File: config.mk
export PLATFORM = sky130hd
export DESIGN_NAME = door_controller_fsm
export DESIGN_NICKNAME = d
export VERILOG_FILES = /design/src/hdl/dcf_pkg.sv /design/src/hdl/dcf_step.sv /design/src/hdl/door_controller_fsm.sv
export SDC_FILE = /design/constraint.sdc
export NUM_CORES = 1
export LEC_CHECK = 0
export BUFFER_PORTS_ARGS = -buffer_cell sky130_fd_sc_hd__buf_4
export CORE_ASPECT_RATIO = 0.75
export CORE_MARGIN = 4
export CORE_UTILIZATION = 46
export CTS_BUF_LIST = sky130_fd_sc_hd__clkbuf_8
export CTS_CLUSTER_DIAMETER = 200
export CTS_CLUSTER_SIZE = 30
export DETAILED_ROUTE_END_ITERATION = 16
export PLACE_DENSITY = 0.66
export SKIP_LAST_GASP = 1
export SYNTH_ARGS = -nofsm -noshare
export SYNTH_HDL_FRONTEND = slang
export SYNTH_SLANG_ARGS = --single-unit
File: constraint.sdc
create_clock -name clk -period 4.8 [get_ports clk]
set_clock_uncertainty 0.05 [all_clocks]
set_input_delay 0.48 -clock clk [delete_from_list [all_inputs] [get_ports clk]]
set_output_delay 0.48 -clock clk [all_outputs]
set_load 0.02 [all_outputs]
File: src/hdl/dcf_pkg.sv
// dcf_pkg: types and constants for the door controller.
// Shared by dcf_step and door_controller_fsm; no dependencies.
`timescale 1ns / 1ps

package dcf_pkg;

	typedef enum logic [2:0] {
		DOOR_CLOSED  = 3'd0,
		DOOR_OPENING = 3'd1,
		DOOR_OPEN    = 3'd2,
		DOOR_CLOSING = 3'd3,
		DOOR_STOPOP  = 3'd4,
		DOOR_STOPCL  = 3'd5,
		DOOR_FORCED  = 3'd6
	} door_mode_t;

	typedef enum logic [3:0] {
		MSG_NONE       = 4'd0,
		MSG_OPENED     = 4'd1,
		MSG_CLOSED     = 4'd2,
		MSG_CLOSING    = 4'd3,
		MSG_OPENING    = 4'd4,
		MSG_STOP_OPEN  = 4'd5,
		MSG_STOP_CLOSE = 4'd6,
		MSG_FORCED     = 4'd7,
		MSG_OBSTRUCTED = 4'd8
	} msg_t;

	typedef enum logic [1:0] {
		KIND_TICK   = 2'd0,
		KIND_CMD    = 2'd1,
		KIND_SAMPLE = 2'd2
	} kind_t;

	typedef enum logic {
		REG_TRAVEL_TICKS = 1'b0,
		REG_DEBOUNCE     = 1'b1
	} reg_idx_t;

	localparam int TRAVEL_W = 8;
	localparam int DEB_W    = 16;
	localparam int CFG_W    = 16;

	localparam logic [TRAVEL_W-1:0] TRAVEL_TICKS_RST = 8'd12;
	localparam logic [DEB_W-1:0]    DEBOUNCE_RST     = 16'd5000;

	typedef struct packed {
		door_mode_t          mode;
		logic [TRAVEL_W-1:0] travel;
		logic                red;
		logic                green;
		logic                qualifying;
		logic [DEB_W-1:0]    stable;
		logic [DEB_W-1:0]    noise;
		logic                last_level;
	} ctl_state_t;

	localparam ctl_state_t CTL_STATE_RST = '{
		mode:       DOOR_CLOSED,
		travel:     '0,
		red:        1'b0,
		green:      1'b1,
		qualifying: 1'b0,
		stable:     '0,
		noise:      '0,
		last_level: 1'b1
	};

endpackage

File: src/hdl/dcf_step.sv
// dcf_step: next-state and message logic for one door controller beat.
// Purely combinational; depends on dcf_pkg.
`timescale 1ns / 1ps

module dcf_step (
	input  dcf_pkg::ctl_state_t            cur,
	input  logic [1:0]                     kind,
	input  logic                           level,
	input  logic [dcf_pkg::TRAVEL_W-1:0]   travel_ticks,
	input  logic [dcf_pkg::DEB_W-1:0]      debounce_samples,
	output dcf_pkg::ctl_state_t            nxt,
	output dcf_pkg::msg_t                  msg
);

	logic [dcf_pkg::TRAVEL_W:0]   travel_inc;
	logic [dcf_pkg::TRAVEL_W-1:0] travel_dec;
	logic                         open_reach;
	logic                         close_reach;
	logic                         deb_start;
	logic                         deb_active;
	logic [dcf_pkg::DEB_W-1:0]    stable_base;
	logic [dcf_pkg::DEB_W-1:0]    noise_base;
	logic [dcf_pkg::DEB_W-1:0]    stable_new;
	logic [dcf_pkg::DEB_W-1:0]    noise_new;
	logic                         deb_confirm;
	logic                         deb_abort;
	logic                         in_travel;

	assign travel_inc  = {1'b0, cur.travel} + 1'b1;
	assign open_reach  = travel_inc >= {1'b0, travel_ticks};
	assign travel_dec  = (cur.travel != '0) ? cur.travel - 1'b1 : cur.travel;
	assign close_reach = travel_dec == '0;
	assign in_travel   = (cur.mode == dcf_pkg::DOOR_OPENING) ||
	                     (cur.mode == dcf_pkg::DOOR_CLOSING);

	// falling edge on the raw line opens a qualification run
	assign deb_start   = !cur.qualifying && cur.last_level && !level;
	assign deb_active  = cur.qualifying || deb_start;
	assign stable_base = deb_start ? '0 : cur.stable;
	assign noise_base  = deb_start ? '0 : cur.noise;

	always_comb begin
		stable_new = stable_base;
		noise_new  = noise_base;
		if (stable_base < debounce_samples) begin
			stable_new = stable_base + 1'b1;
		end
		if (level) begin
			stable_new = '0;
			noise_new  = noise_base + 1'b1;
		end
	end

	assign deb_confirm = deb_active && (stable_new >= debounce_samples);
	assign deb_abort   = deb_active && !deb_confirm && (noise_new >= debounce_samples);

	// next state
	always_comb begin
		nxt = cur;
		unique case (kind)
			dcf_pkg::KIND_TICK: begin
				unique case (cur.mode)
					dcf_pkg::DOOR_OPEN: begin
						nxt.red   = 1'b1;
						nxt.green = 1'b1;
					end
					dcf_pkg::DOOR_CLOSED: begin
						nxt.red   = 1'b0;
						nxt.green = 1'b0;
					end
					dcf_pkg::DOOR_OPENING: begin
						nxt.red   = 1'b0;
						nxt.green = 1'b1;
						if (open_reach) begin
							nxt.mode   = dcf_pkg::DOOR_OPEN;
							nxt.travel = travel_ticks;
						end else begin
							nxt.travel = travel_inc[dcf_pkg::TRAVEL_W-1:0];
						end
					end
					dcf_pkg::DOOR_CLOSING: begin
						nxt.red    = 1'b1;
						nxt.green  = 1'b0;
						nxt.travel = travel_dec;
						if (close_reach) begin
							nxt.mode = dcf_pkg::DOOR_CLOSED;
						end
					end
					dcf_pkg::DOOR_STOPOP: begin
						nxt.red   = 1'b0;
						nxt.green = !cur.green;
					end
					dcf_pkg::DOOR_STOPCL: begin
						nxt.green = 1'b0;
						nxt.red   = !cur.red;
					end
					dcf_pkg::DOOR_FORCED: begin
						nxt.red   = 1'b1;
						nxt.green = !cur.green;
					end
					default: ;
				endcase
			end
			dcf_pkg::KIND_CMD: begin
				unique case (cur.mode)
					dcf_pkg::DOOR_OPEN,
					dcf_pkg::DOOR_STOPOP:  nxt.mode = dcf_pkg::DOOR_CLOSING;
					dcf_pkg::DOOR_CLOSED,
					dcf_pkg::DOOR_STOPCL,
					dcf_pkg::DOOR_FORCED:  nxt.mode = dcf_pkg::DOOR_OPENING;
					dcf_pkg::DOOR_OPENING: nxt.mode = dcf_pkg::DOOR_STOPOP;
					dcf_pkg::DOOR_CLOSING: nxt.mode = dcf_pkg::DOOR_STOPCL;
					default: ;
				endcase
			end
			dcf_pkg::KIND_SAMPLE: begin
				nxt.last_level = level;
				if (deb_active) begin
					nxt.qualifying = !(deb_confirm || deb_abort);
					nxt.stable     = stable_new;
					nxt.noise      = noise_new;
				end
				if (deb_confirm && in_travel) begin
					nxt.mode = dcf_pkg::DOOR_FORCED;
				end
			end
			default: ;
		endcase
	end

	// message
	always_comb begin
		msg = dcf_pkg::MSG_NONE;
		unique case (kind)
			dcf_pkg::KIND_TICK: begin
				if (cur.mode == dcf_pkg::DOOR_OPENING && open_reach) begin
					msg = dcf_pkg::MSG_OPENED;
				end else if (cur.mode == dcf_pkg::DOOR_CLOSING && close_reach) begin
					msg = dcf_pkg::MSG_CLOSED;
				end
			end
			dcf_pkg::KIND_CMD: begin
				unique case (cur.mode)
					dcf_pkg::DOOR_OPEN,
					dcf_pkg::DOOR_STOPOP:  msg = dcf_pkg::MSG_CLOSING;
					dcf_pkg::DOOR_CLOSED,
					dcf_pkg::DOOR_STOPCL:  msg = dcf_pkg::MSG_OPENING;
					dcf_pkg::DOOR_OPENING: msg = dcf_pkg::MSG_STOP_OPEN;
					dcf_pkg::DOOR_CLOSING: msg = dcf_pkg::MSG_STOP_CLOSE;
					dcf_pkg::DOOR_FORCED:  msg = dcf_pkg::MSG_FORCED;
					default: ;
				endcase
			end
			dcf_pkg::KIND_SAMPLE: begin
				if (deb_confirm && in_travel) begin
					msg = dcf_pkg::MSG_OBSTRUCTED;
				end
			end
			default: ;
		endcase
	end

endmodule

File: src/hdl/door_controller_fsm.sv
// door_controller_fsm: door controller top level with stream ports and register writes.
// Depends on dcf_pkg and dcf_step.
`timescale 1ns / 1ps

// Usage:
//   s_axis carries one event per beat: tuser holds the kind (tick, command,
//   button sample), tdata bit 0 holds the raw button level (0 = pressed).
//   m_axis returns exactly one result beat per event: message code, door
//   state and both lamp drives.
//   cfg_we/cfg_index/cfg_wdata write travel_ticks (index 0) and
//   debounce_samples (index 1); write only when no beat is in flight.
// Path: an accepted event is held in the input register, then the result
//   register presents its result on m_axis.
// Throughput: one event per cycle while m_axis_tready is high; the whole door and
//   debounce update is one pass of logic between the input and result registers.
// Stall: while m_axis_tready is low the result register holds, the input
//   register still takes one more beat, then s_axis_tready drops until the
//   result is taken.
// Reset: door closed, travel count zero, red off, green on, no debounce
//   run, button seen released, registers at 12 ticks and 5000 samples.

module door_controller_fsm (
	input  logic        clk,
	input  logic        arst_n,
	input  logic        s_axis_tvalid,
	output logic        s_axis_tready,
	input  logic [7:0]  s_axis_tdata,   // [0] button_level, [7:1] zero
	input  logic [1:0]  s_axis_tuser,   // [1:0] kind
	output logic        m_axis_tvalid,
	input  logic        m_axis_tready,
	output logic [15:0] m_axis_tdata,   // [3:0] message, [6:4] door_state_out,
	                                    // [7] red_lamp, [8] green_lamp, [15:9] zero
	input  logic        cfg_we,
	input  logic        cfg_index,
	input  logic [15:0] cfg_wdata
);

	logic                            item_valid_s1;
	logic [1:0]                      kind_s1;
	logic                            level_s1;
	logic                            out_valid_q;
	logic [15:0]                     out_data_q;
	logic                            fire;
	logic [dcf_pkg::TRAVEL_W-1:0]    travel_ticks_q;
	logic [dcf_pkg::DEB_W-1:0]       debounce_q;
	dcf_pkg::ctl_state_t             state_q;
	dcf_pkg::ctl_state_t             state_nxt;
	dcf_pkg::msg_t                   msg;

	assign fire          = item_valid_s1 && (!out_valid_q || m_axis_tready);
	assign s_axis_tready = !item_valid_s1 || fire;
	assign m_axis_tvalid = out_valid_q;
	assign m_axis_tdata  = out_data_q;

	always_ff @(posedge clk or negedge arst_n) begin
		if (!arst_n) begin
			travel_ticks_q <= dcf_pkg::TRAVEL_TICKS_RST;
			debounce_q     <= dcf_pkg::DEBOUNCE_RST;
		end else if (cfg_we) begin
			unique case (dcf_pkg::reg_idx_t'(cfg_index))
				dcf_pkg::REG_TRAVEL_TICKS: travel_ticks_q <= cfg_wdata[dcf_pkg::TRAVEL_W-1:0];
				dcf_pkg::REG_DEBOUNCE:     debounce_q     <= cfg_wdata[dcf_pkg::DEB_W-1:0];
				default: ;
			endcase
		end
	end

	always_ff @(posedge clk or negedge arst_n) begin
		if (!arst_n) begin
			item_valid_s1 <= 1'b0;
		end else if (s_axis_tready) begin
			item_valid_s1 <= s_axis_tvalid;
		end
	end

	always_ff @(posedge clk) begin
		if (s_axis_tready && s_axis_tvalid) begin
			kind_s1  <= s_axis_tuser;
			level_s1 <= s_axis_tdata[0];
		end
	end

	dcf_step u_step (
		.cur              (state_q),
		.kind             (kind_s1),
		.level            (level_s1),
		.travel_ticks     (travel_ticks_q),
		.debounce_samples (debounce_q),
		.nxt              (state_nxt),
		.msg              (msg)
	);

	always_ff @(posedge clk or negedge arst_n) begin
		if (!arst_n) begin
			state_q     <= dcf_pkg::CTL_STATE_RST;
			out_valid_q <= 1'b0;
		end else begin
			if (fire) begin
				state_q <= state_nxt;
			end
			if (fire) begin
				out_valid_q <= 1'b1;
			end else if (m_axis_tready) begin
				out_valid_q <= 1'b0;
			end
		end
	end

	always_ff @(posedge clk) begin
		if (fire) begin
			out_data_q <= {7'd0, state_nxt.green, state_nxt.red, state_nxt.mode, msg};
		end
	end

endmodule
==> summary.txt <==
Routing
  – Via Count: 6,202
  – Drt first pass iters: 5
  – Final ANT Viol Nets: 0
  – DR iter-0 viols: 570
  – DRC viols: 0
  – Vias/cell: 6.06
  – WL/cell: 19.3 um
  – Final WL: 19.7 mm

Setup path
  – Worst endpoint data arrival time: 5.41 ns
  – Crit path max-delay cell type: dfstp_2
  – WP buf/inv: 6
  – R2r setup slk: -0.38 ns
  – CP Launch Type: register
  – CP top delay family: simple AND/OR/NAND/NOR gates
  – CP endpoint kind: register
  – Worst path cell trace: or3b_4, and2_4, ha_4, nand4_1, nor2_2, buf_4, a221oi_4, a2111oi_4, buf_4, buf_12, buf_6, nor4_4, xnor2_1, nor2_1, ha_1, nand4_1, o41ai_2, a222oi_1, buf_4, nor4_4, buf_4, a2111oi_4, a221o_1
  – Setup CP Type: reg -> reg
  – Required time worst endpoint: 5.04 ns
  – Most used cell, CP: buf_4
  – Largest stage delay, worst path: 0.55 ns
  – CP max FO: 7

Floorplan
  – Die width: 146 um
  – Initial Util: 47.3%
  – Core area: 13,800 um2
  – I/O pin cnt: 50
  – Rows: 37
  – Die Ht: 111 um
  – DIE AREA: 16,200 um2

CTS
  – TritonCTS clock tree: done
  – Hold_buf cts: 0
  – H-tree levels: 3
  – CTS Root Cell: clkbuf_8
  – # clock sinks: 85
  – Clk pin slew, worst setup/hold paths: 0.10 ns
  – CTS buffer count: 9
  – Longest Clk Path Bufs: 2
  – Clock Latency Late Sink: 0.39 ns

Yosys
  – Share of synthesized registers carrying an async set or reset: 85.9%
  – Post-synth EDFFs: 12
  – Ranking of synthesized cells by area: dfrtp_1, ha_1, edfxtp_1
  – Synth Flop Type: dfrtp_1
  – Top-area cell type share of the netlist area: 24.4%
  – Seq/Total Area, Yosys: 33.6%
  – Syn Area/Cell: 8.76 um2
  – Post-synthesis register bit count: 85
  – Number of distinct library cells after synthesis: 78
  – Ys Warns: 0
  – Cell area after synthesis: 6550 um2
  – Cells after synthesis: 748
  – Largest area contributor in the netlist: dfrtp_1

STA
  – Min Tclk post-route: 5.18 ns
  – Slew margin rel.: 26.2%
  – Fin crit share: 108%
  – Final Hold Slack: 0.180 ns
  – Setup WS post-layout: -0.378 ns
  – Endpoints failing setup: 8
  – Fmax achieved: 193 MHz
  – Max-slew violations: 0
  – Hold Fails Final Rpt: 0
  – RSZ-0062 raised after global routing: yes
  – Worst-margin pin slew: 1.10 ns

Power
  – Maximum vdd drop: 0.000336 V
  – Lkg Pwr: 3.67 nW
  – PD cells: 465 nW/um2

Flow run
  – Max Cap Viol: 0

Placement
  – HPWL Detailed: 13.8 mm
  – Post-Place Worst Slack: -0.430 ns
  – PortBufs: 35
  – Routability Congestion: 0.963

Global route
  – Global-route wire length before repair: 32.1 mm
  – GRT Overall Usage: 24.4%
  – Largest net degree at the start of global routing: 74
  – Total gr overflow: 0
  – Initial antenna violation count: 0
  – Vias in the first global route: 6,036

Layout
  – Share of layout cells above drive strength 1: 28.6%
  – Post-layout net count: 936
  – Ant diodes: 0
  – Commonest non-fill, non-tap cells in the layout: buf_4, nand2_1, dfrtp_1, ha_1, nor2_1
  – Fillers: 1,195
  – Area growth, synth to finish: 24.8%
  – Most common cell after layout, fill and taps aside: buf_4
  – Multi-input logic area: 4410 um2
  – Register area: 2200 um2

Status
  – Failing checks: negative setup slack
  – Status: finished with violations

Worst hold path
  – Min-Delay Path Class: in -> async
cell families (layout without fill, tap and decap cells):
| group | Yosys count | after routing | synth area share (%) |
|---|---|---|---|
| AOI/OAI and AO/OA | 172 | 172 | 17.9 |
| xor gates and xnor gates | 28 | 28 | 3.74 |
| adders and majority gates | 60 | 60 | 11.5 |
| buffers and inverters | 89 | 183 | 5.75 |
| DFF | 85 | 85 | 33.6 |
| muxes | 33 | 33 | 5.56 |
| other | 1 | 7 | 0.0572 |
| and+or+nand+nor | 280 | 281 | 22.0 |
per-layer routing:
layer | GRT usage (%) | up-vias | share of wire, %
met2 | 34.9 | 259 | 42
li1 | - | 2909 | -
met1 | 37.3 | 3009 | 49
met4 | 5.57 | 0 | 1.2
met3 | 5.74 | 25 | 7.8
met5 | 0 | - | 0
power breakdown:
part	leakage [nW]	switching, mW	internal (mW)
Clock	0.106	0.304	0.249
Sequential	0.987	0.241	0.887
Combinational	2.58	1.16	0.965
Total	3.67	1.70	2.10
Yosys cell counts, drive strengths merged, types with 12 or more instances:
| library cell | n |
|---|---|
| nor2 | 51 |
| xnor2 | 19 |
| buf | 16 |
| mux2 | 27 |
| nand4 | 15 |
| clkbuf | 25 |
| nand2 | 88 |
| dfrtp | 64 |
| nand3 | 28 |
| and3 | 12 |
| nor3 | 22 |
| a21oi | 27 |
| o21ai | 49 |
| ha | 60 |
| edfxtp | 12 |
| and2 | 14 |
| inv | 47 |
path summary, 6_finish.rpt:
kind                                 start           to  cells after the start
max                             state_q[0]  state_q[44]                     23
max in group asynchronous           arst_n  state_q[38]                      1
min                                 arst_n  state_q[35]                      1
min reg2reg                    state_q[28]  state_q[28]                      2
min in group clk           s_axis_tdata[0]     level_s1                      1
max reg2reg                     state_q[0]  state_q[44]                     23
layout make-up:
class / instances / area share, %
timing repair buffer: 119 / 11.8
inverter: 48 / 2.23
sequential: 85 / 26.9
clock inverter: 7 / 0.994
clock buffer: 9 / 1.51
tap: 175 / 2.68
multi-input combinational: 581 / 53.9
per-stage QoR:
step                cell area [um2]  total power [mW]  TNS (ns)  utilization, %  instances
global route                   8180              4.08     -3.75            59.1       1024
CTS                            8100              3.72     -1.65            58.5       1023
finish                         8180              3.80     -2.23            59.1       1024
global placement               7510              2.96     -1.26            54.2        983
detailed placement             7510              3.02     -1.98            54.2        983
floorplan                      6750              2.39   -0.0714               -        754
repair_timing:
action,CTS,global route
gates cloned,2,0
pin swaps,17,9
endpoints found under the setup margin,8,8
buffers inserted,23,2
gates resized for setup,41,14
registers in the layout (all words and copies together) (netlist names):
| signal | cells |
|---|---|
| travel_ticks_q | 8 |
| m_axis_tdata | 9 |
| debounce_q | 16 |
| item_valid_s1 | 1 |
| kind_s1 | 2 |
| level_s1 | 1 |
| state_q | 47 |
| m_axis_tvalid | 1 |
(Power assumes the default switching activity.)
